[config.mk]
export PLATFORM = sky130hd
export DESIGN_NAME = imu_burst_sample_scaler_top
export DESIGN_NICKNAME = d
export VERILOG_FILES = /design/src/rtl/ibss_pkg.sv /design/src/rtl/imu_burst_sample_scaler_top.sv /design/src/rtl/ibss_front.sv /design/src/rtl/ibss_queue.sv /design/src/rtl/ibss_back.sv
export SDC_FILE = /design/constraint.sdc
export NUM_CORES = 2
export LEC_CHECK = 0
export ABC_AREA = 1
export BUFFER_PORTS_ARGS = -buffer_cell sky130_fd_sc_hd__buf_2
export CAP_MARGIN = 20
export CORE_MARGIN = 5
export CORE_UTILIZATION = 40
export CTS_CLUSTER_DIAMETER = 120
export DETAILED_ROUTE_END_ITERATION = 6
export SLEW_MARGIN = 20
export SYNTH_ARGS = -nofsm -noshare
export SYNTH_HDL_FRONTEND = slang
export SYNTH_HIERARCHICAL = 1
export SYNTH_SLANG_ARGS = --single-unit
[constraint.sdc]
create_clock -name clk -period 11.5 [get_ports clk]
set_input_delay 1.15 -clock clk [delete_from_list [all_inputs] [get_ports clk]]
set_output_delay 1.15 -clock clk [all_outputs]
set_load 0.01 [all_outputs]
[src/rtl/ibss_pkg.sv]
`timescale 1ns / 1ps
// ----------------------------------------------------------------------------
// ibss_pkg
// shared types and constants of the imu burst sample scaler
// ----------------------------------------------------------------------------
package ibss_pkg;

  localparam int BURST_BYTES = 14;
  localparam int POS_W       = 4;

  // queue between the byte front end and the scaling pipeline
  localparam int QUEUE_DEPTH = 4;
  localparam int QPTR_W      = $clog2(QUEUE_DEPTH);
  localparam int QCNT_W      = $clog2(QUEUE_DEPTH + 1);

  // register indexes
  localparam logic REG_ACCEL_FS = 1'b0;
  localparam logic REG_GYRO_FS  = 1'b1;

  // channel kinds
  localparam logic [1:0] KIND_ACCEL = 2'd0;
  localparam logic [1:0] KIND_TEMP  = 2'd1;
  localparam logic [1:0] KIND_GYRO  = 2'd2;

  // channel numbers
  localparam logic [2:0] CHAN_ACCEL_X = 3'd0;
  localparam logic [2:0] CHAN_ACCEL_Z = 3'd2;
  localparam logic [2:0] CHAN_TEMP    = 3'd3;
  localparam logic [2:0] CHAN_GYRO_Z  = 3'd6;

  typedef struct packed {
    logic [1:0]         kind;
    logic [2:0]         chan;
    logic               last;
    logic signed [15:0] raw;
  } sample_t;

endpackage

[src/rtl/imu_burst_sample_scaler_top.sv]
`timescale 1ns / 1ps
// ----------------------------------------------------------------------------
// imu_burst_sample_scaler_top
// six-axis imu burst byte stream to raw and q15.16 scaled channel samples
// ----------------------------------------------------------------------------
// Takes one burst byte per item and keeps up with one item per clock cycle:
// the front end pairs each byte as it is taken and every stage behind it
// accepts a new sample each cycle. Bytes pair up high byte first into accel
// x/y/z, temperature and gyro x/y/z; every odd byte yields one result with
// the channel number, the raw sample and the scaled value in signed q15.16
// (g, deg/s or deg C). frame_start forces the byte to be byte 0 of a new
// burst; after byte 13 the position wraps on its own. A result passes through
// the sample queue and then all five stages of the scaling pipeline
// (coefficient products, reciprocal multiply, correction product, compare,
// sign and offset).
// in_ready drops only when the four-entry sample queue in front of that
// pipeline is full, which happens only while the result side is stalled.
// Range registers are written through cfg_write/cfg_index/cfg_data and
// should change only while idle.
// ----------------------------------------------------------------------------
module imu_burst_sample_scaler_top (
  input  logic               clk,
  input  logic               rst,
  // configuration
  input  logic               cfg_write,
  input  logic               cfg_index,
  input  logic [1:0]         cfg_data,
  // byte input
  input  logic               in_valid,
  output logic               in_ready,
  input  logic [7:0]         data_byte,
  input  logic               frame_start,
  // sample output
  output logic               out_valid,
  input  logic               out_ready,
  output logic [2:0]         channel,
  output logic signed [15:0] raw_value,
  output logic signed [31:0] scaled_value,
  output logic               last_of_frame
);

  logic [1:0]        accel_fs_sel;
  logic [1:0]        gyro_fs_sel;
  logic              accept;
  logic              push;
  ibss_pkg::sample_t push_item;
  logic              queue_full;
  logic              pop;
  logic              pop_valid;
  ibss_pkg::sample_t pop_item;

  // range registers
  always_ff @(posedge clk) begin
    if (rst) begin
      accel_fs_sel <= '0;
      gyro_fs_sel  <= '0;
    end else if (cfg_write) begin
      unique case (cfg_index)
        ibss_pkg::REG_ACCEL_FS: accel_fs_sel <= cfg_data;
        ibss_pkg::REG_GYRO_FS:  gyro_fs_sel  <= cfg_data;
        default: ;
      endcase
    end
  end

  // a byte item is taken whenever the queue has room
  assign in_ready = !queue_full;
  assign accept   = in_valid && in_ready;

  // front end: byte position tracking and pairing
  ibss_front u_front (
    .clk         (clk),
    .rst         (rst),
    .data_byte   (data_byte),
    .frame_start (frame_start),
    .accept      (accept),
    .push        (push),
    .item        (push_item)
  );

  // decouples byte intake from the scaling pipeline
  ibss_queue u_queue (
    .clk       (clk),
    .rst       (rst),
    .push      (push),
    .push_item (push_item),
    .full      (queue_full),
    .pop       (pop),
    .pop_valid (pop_valid),
    .pop_item  (pop_item)
  );

  // back end: scaling pipeline with output register
  ibss_back u_back (
    .clk           (clk),
    .rst           (rst),
    .in_valid      (pop_valid),
    .in_item       (pop_item),
    .in_ready      (pop),
    .accel_fs_sel  (accel_fs_sel),
    .gyro_fs_sel   (gyro_fs_sel),
    .out_valid     (out_valid),
    .out_ready     (out_ready),
    .channel       (channel),
    .raw_value     (raw_value),
    .scaled_value  (scaled_value),
    .last_of_frame (last_of_frame)
  );

endmodule

[src/rtl/ibss_front.sv]
`timescale 1ns / 1ps
// ----------------------------------------------------------------------------
// ibss_front
// pairs burst bytes into raw samples and tags each with its channel kind
// ----------------------------------------------------------------------------
module ibss_front (
  input  logic              clk,
  input  logic              rst,
  input  logic [7:0]        data_byte,
  input  logic              frame_start,
  input  logic              accept,
  output logic              push,
  output ibss_pkg::sample_t item
);

  logic [ibss_pkg::POS_W-1:0] byte_position;
  logic [ibss_pkg::POS_W-1:0] byte_position_next;
  logic [ibss_pkg::POS_W-1:0] pos;
  logic [ibss_pkg::POS_W-1:0] pos_inc;
  logic [7:0]                 high_byte_latch;

  always_comb begin
    // frame start or an impossible position restarts the burst
    if (frame_start || byte_position >= ibss_pkg::POS_W'(ibss_pkg::BURST_BYTES)) begin
      pos = '0;
    end else begin
      pos = byte_position;
    end
    pos_inc = pos + 1'b1;
    if (pos_inc >= ibss_pkg::POS_W'(ibss_pkg::BURST_BYTES)) begin
      byte_position_next = '0;
    end else begin
      byte_position_next = pos_inc;
    end
  end

  always_comb begin
    item.chan = pos[3:1];
    item.raw  = {high_byte_latch, data_byte};
    item.last = (pos[3:1] == ibss_pkg::CHAN_GYRO_Z);
    unique case (pos[3:1]) inside
      [ibss_pkg::CHAN_ACCEL_X:ibss_pkg::CHAN_ACCEL_Z]: item.kind = ibss_pkg::KIND_ACCEL;
      ibss_pkg::CHAN_TEMP:                             item.kind = ibss_pkg::KIND_TEMP;
      default:                                         item.kind = ibss_pkg::KIND_GYRO;
    endcase
  end

  // odd byte completes a pair
  assign push = accept && pos[0];

  always_ff @(posedge clk) begin
    if (rst) begin
      byte_position   <= '0;
      high_byte_latch <= '0;
    end else if (accept) begin
      byte_position <= byte_position_next;
      if (!pos[0]) begin
        high_byte_latch <= data_byte;
      end
    end
  end

endmodule

[src/rtl/ibss_queue.sv]
`timescale 1ns / 1ps
// ----------------------------------------------------------------------------
// ibss_queue
// short sample queue between the front end and the scaling pipeline
// ----------------------------------------------------------------------------
module ibss_queue (
  input  logic              clk,
  input  logic              rst,
  input  logic              push,
  input  ibss_pkg::sample_t push_item,
  output logic              full,
  input  logic              pop,
  output logic              pop_valid,
  output ibss_pkg::sample_t pop_item
);

  ibss_pkg::sample_t            entries [ibss_pkg::QUEUE_DEPTH];
  logic [ibss_pkg::QPTR_W-1:0]  wr_ptr;
  logic [ibss_pkg::QPTR_W-1:0]  rd_ptr;
  logic [ibss_pkg::QCNT_W-1:0]  count;
  logic                         do_pop;

  assign full      = (count == ibss_pkg::QCNT_W'(ibss_pkg::QUEUE_DEPTH));
  assign pop_valid = (count != '0);
  assign pop_item  = entries[rd_ptr];
  assign do_pop    = pop && pop_valid;

  always_ff @(posedge clk) begin
    if (push) begin
      entries[wr_ptr] <= push_item;
    end
  end

  always_ff @(posedge clk) begin
    if (rst) begin
      wr_ptr <= '0;
      rd_ptr <= '0;
      count  <= '0;
    end else begin
      if (push) begin
        wr_ptr <= wr_ptr + 1'b1;
      end
      if (do_pop) begin
        rd_ptr <= rd_ptr + 1'b1;
      end
      if (push && !do_pop) begin
        count <= count + 1'b1;
      end else if (!push && do_pop) begin
        count <= count - 1'b1;
      end
    end
  end

endmodule

[src/rtl/ibss_back.sv]
`timescale 1ns / 1ps
// ----------------------------------------------------------------------------
// ibss_back
// five stage scaling pipeline: constant division by reciprocal with correction
// ----------------------------------------------------------------------------
module ibss_back (
  input  logic               clk,
  input  logic               rst,
  input  logic               in_valid,
  input  ibss_pkg::sample_t  in_item,
  output logic               in_ready,
  input  logic [1:0]         accel_fs_sel,
  input  logic [1:0]         gyro_fs_sel,
  output logic               out_valid,
  input  logic               out_ready,
  output logic [2:0]         channel,
  output logic signed [15:0] raw_value,
  output logic signed [31:0] scaled_value,
  output logic               last_of_frame
);

  // round(mag*M/D) = mag*(M/D) + floor((mag*(M%D) + D/2) / D)
  localparam int TEMP_M  = 16384;
  localparam int TEMP_D  = 85;
  localparam int GYRO0_M = 65536;
  localparam int GYRO1_M = 131072;
  localparam int GYRO2_M = 81920;
  localparam int GYRO3_M = 163840;
  localparam int GYRO_DA = 131;
  localparam int GYRO_DB = 41;

  localparam logic [11:0] TEMP_QM  = 12'(TEMP_M / TEMP_D);
  localparam logic [11:0] GYRO0_QM = 12'(GYRO0_M / GYRO_DA);
  localparam logic [11:0] GYRO1_QM = 12'(GYRO1_M / GYRO_DA);
  localparam logic [11:0] GYRO2_QM = 12'(GYRO2_M / GYRO_DB);
  localparam logic [11:0] GYRO3_QM = 12'(GYRO3_M / GYRO_DB);
  localparam logic [6:0]  TEMP_RM  = 7'(TEMP_M % TEMP_D);
  localparam logic [6:0]  GYRO0_RM = 7'(GYRO0_M % GYRO_DA);
  localparam logic [6:0]  GYRO1_RM = 7'(GYRO1_M % GYRO_DA);
  localparam logic [6:0]  GYRO2_RM = 7'(GYRO2_M % GYRO_DB);
  localparam logic [6:0]  GYRO3_RM = 7'(GYRO3_M % GYRO_DB);
  localparam logic [26:0] RECIP_T  = 27'((64'd1 << 32) / TEMP_D);
  localparam logic [26:0] RECIP_A  = 27'((64'd1 << 32) / GYRO_DA);
  localparam logic [26:0] RECIP_B  = 27'((64'd1 << 32) / GYRO_DB);

  localparam logic signed [31:0] TEMP_OFFSET = 32'sd2394030;

  typedef struct packed {
    logic [11:0] qm;
    logic [6:0]  rm;
    logic [7:0]  den;
    logic [26:0] recip;
  } coef_t;

  coef_t       coef;
  logic [15:0] raw_u;
  logic [15:0] mag0;

  // stage registers
  logic              v1, v2, v3, v4, v5;
  logic              en1, en2, en3, en4, en5;
  ibss_pkg::sample_t s1, s2, s3, s4;
  logic [22:0]       y1, y2, y3;
  logic [27:0]       p1, p2, p3;
  logic [26:0]       recip1;
  logic [7:0]        den1, den2, den3;
  logic [17:0]       q0_2, q0_3;
  logic [25:0]       qd3;
  logic [27:0]       mag4;

  logic [49:0]        prod2;
  logic [22:0]        rem4;
  logic [17:0]        q4;
  logic signed [31:0] smag5;
  logic signed [31:0] result5;
  logic [2:0]         shamt;

  assign en5      = !v5 || out_ready;
  assign en4      = !v4 || en5;
  assign en3      = !v3 || en4;
  assign en2      = !v2 || en3;
  assign en1      = !v1 || en2;
  assign in_ready = en1;
  assign out_valid = v5;

  always_comb begin
    coef = '0;
    if (in_item.kind == ibss_pkg::KIND_TEMP) begin
      coef = '{qm: TEMP_QM, rm: TEMP_RM, den: 8'(TEMP_D), recip: RECIP_T};
    end else if (in_item.kind == ibss_pkg::KIND_GYRO) begin
      case (gyro_fs_sel)
        2'd0:    coef = '{qm: GYRO0_QM, rm: GYRO0_RM, den: 8'(GYRO_DA), recip: RECIP_A};
        2'd1:    coef = '{qm: GYRO1_QM, rm: GYRO1_RM, den: 8'(GYRO_DA), recip: RECIP_A};
        2'd2:    coef = '{qm: GYRO2_QM, rm: GYRO2_RM, den: 8'(GYRO_DB), recip: RECIP_B};
        default: coef = '{qm: GYRO3_QM, rm: GYRO3_RM, den: 8'(GYRO_DB), recip: RECIP_B};
      endcase
    end
  end

  assign raw_u = in_item.raw;
  assign mag0  = in_item.raw[15] ? (~raw_u + 16'd1) : raw_u;

  assign prod2 = 50'(y1) * 50'(recip1);
  assign rem4  = y3 - 23'(qd3);
  assign q4    = q0_3 + 18'(rem4 >= 23'(den3));
  assign smag5 = s4.raw[15] ? -$signed({4'd0, mag4}) : $signed({4'd0, mag4});
  assign shamt = {1'b0, accel_fs_sel} + 3'd2;

  always_comb begin
    case (s4.kind)
      ibss_pkg::KIND_ACCEL: result5 = 32'(s4.raw) <<< shamt;
      ibss_pkg::KIND_TEMP:  result5 = smag5 + TEMP_OFFSET;
      default:              result5 = smag5;
    endcase
  end

  always_ff @(posedge clk) begin
    if (rst) begin
      v1 <= 1'b0;
      v2 <= 1'b0;
      v3 <= 1'b0;
      v4 <= 1'b0;
      v5 <= 1'b0;
    end else begin
      if (en1) v1 <= in_valid;
      if (en2) v2 <= v1;
      if (en3) v3 <= v2;
      if (en4) v4 <= v3;
      if (en5) v5 <= v4;
    end
  end

  always_ff @(posedge clk) begin
    if (en1) begin
      s1     <= in_item;
      y1     <= 23'(mag0) * 23'(coef.rm) + 23'(coef.den >> 1);
      p1     <= 28'(mag0) * 28'(coef.qm);
      recip1 <= coef.recip;
      den1   <= coef.den;
    end
    if (en2) begin
      s2   <= s1;
      y2   <= y1;
      p2   <= p1;
      den2 <= den1;
      q0_2 <= prod2[49:32];
    end
    if (en3) begin
      s3   <= s2;
      y3   <= y2;
      p3   <= p2;
      den3 <= den2;
      q0_3 <= q0_2;
      qd3  <= 26'(q0_2) * 26'(den2);
    end
    if (en4) begin
      s4   <= s3;
      mag4 <= p3 + 28'(q4);
    end
    if (en5) begin
      channel       <= s4.chan;
      raw_value     <= s4.raw;
      last_of_frame <= s4.last;
      scaled_value  <= result5;
    end
  end

endmodule

==> results.md <==
* Max Clk Rate at 119 MHz
* Pre-CTS setup slack at 3.15 ns
* Asr flop ratio synth at 0%
* Remaining DRCs at 0
* First-pass GRT wire length at 207000 um
* CTS resizes at 0
* RSZ-0062 raised after global routing: no
* Area of the mapped netlist at slightly above 0.05 mm2
* Worst Setup End Kind: flop
* Top_reg_cell synth: edfxtp_1
* Die area at 0.137 mm2
* Max Fanout on Critical Path at 23
* Total CTS buffers at 52
* Synth Net Count at 6574
* Syn Inst Count at 5366
* Detailed Route Iter0 Violations at 2844
* Number of synthesized flops with an enable pin at 480
* Count of yosys warnings during synthesis at 6
* Skew-Pair Late Insertion Delay at between 0.6 and 0.7 ns
* Commonest non-fill, non-tap cell in the layout: inv_1
* Unique masters post-synth at 67
* Delay-heaviest family, CP: adder cells
* Critical path's most frequent cell: inv_1
* Vias per std cell at 4.93
* Most frequent cells in the layout: inv_1 (1314), nand2_1 (796), fa_1 (698)
* Final Hold Vio Count at 0
* CP Data Required Time at 11.87 ns
* Die Width at 370 um
* First-pass detailed-route iteration total at 6
* Worst-path clk slew at 0.07 ns
* ANT nets after route at 0
* Gr ovfl total at 0
* Crit path arrival time at 8.78 ns
* Synth Register Bits at 510
* H-tree depth at 2
* Synth area leader: edfxtp_1
* R2r setup slk at 3.09 ns
* Final WS setup at 3.09 ns
* Total number of vias at 35612
* Crit path time final at 8.41 ns
* Synth Area per Inst at 9.64 um2
* Total Routing Usage GR at 19.4%
* Seq/Total Area, Yosys at 29.0%
* Hold buffers post-CTS at 0
* FF-to-FF End: u_back/p1[27]
* Final Cell Area at approximately 0.056 mm2
* Min-delay worst type: reg2reg
* Die height at 370 um
* CORE AREA at between 0.1 and 0.15 mm2
* Critical-path top delay cell: dfxtp_1
* Initial Utilization at 40.1%
* Hold path cells at 0
* Status: completed
* Largest net degree at the start of global routing at 77
* Setup_tns at 0 ns
* Instance area at placement at 0.0540 mm2
* # diodes at 0
* Vias in the first global route at 36109
* RePlAce Congestion at 0.957
* Critical Path Max Stage Delay at 0.58 ns
* Clk sinks at 510
* Final period util at 73.2%
* Port Buf Inserts at 70
* Start point of the worst hold path: u_back/p2[10]
* CTS max path bufs at 3
* Register area at 0.0150 mm2
* Nets@finish at 6646
* Slew @ Worst Pin at around 1.1 ns
* Synthesis-to-layout area growth at 7.94%
* Max-Cap Viols at 0
* Area of the multi-input gates at 0.0312 mm2
* # rows at 132
* Synth area leaders: edfxtp_1 (28%), fa_1 (27%), ha_1 (12%)
* IO Pins at slightly above 70
* # fillers at 12515
* Post-CTS Setup Bufs at 0
* Startpoint types: flop
* Layout cells sized above 1 at 5.62%
* Clk_skew at 0.0475 ns
* Clock Tree Root: clkbuf_16
* Hold Path Sink: u_back/p3[10]
* Drt total wl at 132000 um
* Worst path buffer plus inverter count at 12
* CP Class: reg2reg
* CTS tree: yes
* Routed wire per std cell at 18.2 um
* Initial antenna violation count at 3
* # setup viols final at 0
* Synth top area share at 27.9%
* Slew Viols, Final at 0
* DP HPWL at 110000 um
* Reg2reg path depth at 36
* Slew headroom at between 20% and 30%
how the worst max path moves through the flow:
stage | startpoint | to | cells after the start
after detailed placement | flop | u_back/p1[27] | 36
after global routing | flop | u_back/p1[27] | 36
after global placement | flop | u_back/p1[27] | 36
after floorplan | out_ready | u_queue/count[1] | 14
after CTS | flop | u_back/p1[27] | 36
final | flop | u_back/p1[27] | 36
per-stage QoR:
step | util, % | instances | hold WS, ns
after CTS | 43.3 | 7222 | 0.388
after global routing | 43.3 | 7223 | 0.382
after floorplan | - | 5366 | 0.400
after detailed placement | 41.9 | 7125 | 0.405
after global placement | 41.9 | 7125 | 0.401
final | 43.3 | 7223 | 0.374
Yosys cell counts, types with 13 or more instances:
| library cell | count |
|---|---|
| dfxtp_1 | 30 |
| clkbuf_1 | 44 |
| inv_2 | 16 |
| a21oi_1 | 233 |
| o21ai_0 | 146 |
| fa_1 | 698 |
| nand2_1 | 797 |
| o21a_1 | 13 |
| o22ai_1 | 34 |
| ha_1 | 493 |
| inv_1 | 1319 |
| xor2_1 | 97 |
| nand3_1 | 140 |
| nor2_1 | 411 |
| a31oi_1 | 15 |
| nand2_2 | 37 |
| edfxtp_1 | 480 |
| nor3_1 | 28 |
| mux2i_1 | 13 |
| o21ai_1 | 29 |
| nand4_1 | 36 |
| nand3b_1 | 14 |
| nor2_2 | 18 |
| xnor2_1 | 49 |
flip-flops by register name, indices dropped and copies added (netlist names), 4 cells and up, named ones only:
register and cells:
u_back/mag4 28, u_back/p1 27, u_back/p2 27, u_back/p3 27, u_back/q0_2 18, u_back/q0_3 18, u_back/qd3 23, u_back/raw_value 16
u_back/recip1 7, u_back/s1 22, u_back/s2 22, u_back/s3 22, u_back/s4 22, u_back/scaled_value 32, u_back/y1 23, u_back/y2 23
u_back/y3 23, u_front/byte_position 4, u_front/high_byte_latch 8, u_queue/entries 88
layer usage:
metal  GRT usage [%]  share of wire (%)  vias to the layer above
met5               0                  0                        -
met4            4.36                2.4                        0
met3            2.70                6.0                      144
met2            30.6                 45                      994
met1            28.6                 47                    17577
li1                -                  -                    16897
final cells by class:
| type | instances | area share, % |
|---|---|---|
| Inverter | 1345 | 9.09 |
| Multi-Input combinational cell | 3434 | 56.0 |
| Clock buffer | 67 | 2.52 |
| Timing Repair Buffer | 95 | 1.00 |
| Clock inverter | 30 | 0.627 |
| Sequential cell | 510 | 26.9 |
| Tap cell | 1742 | 3.90 |
kinds of logic (layout without fill, tap and decap cells):
| kind of cell | Yosys count | in the layout | share of synthesized area [%] |
|---|---|---|---|
| mux | 13 | 13 | 0.252 |
| flops | 510 | 510 | 29.0 |
| compound gates | 539 | 539 | 5.81 |
| fa+ha+maj | 1191 | 1191 | 38.9 |
| xor+xnor | 148 | 148 | 2.53 |
| simple gates | 1543 | 1543 | 12.9 |
| buf+inv | 1422 | 1537 | 10.6 |
Power is not shown: default switching activity piles up to over one toggle a cycle in this logic, so the estimate is an artifact.
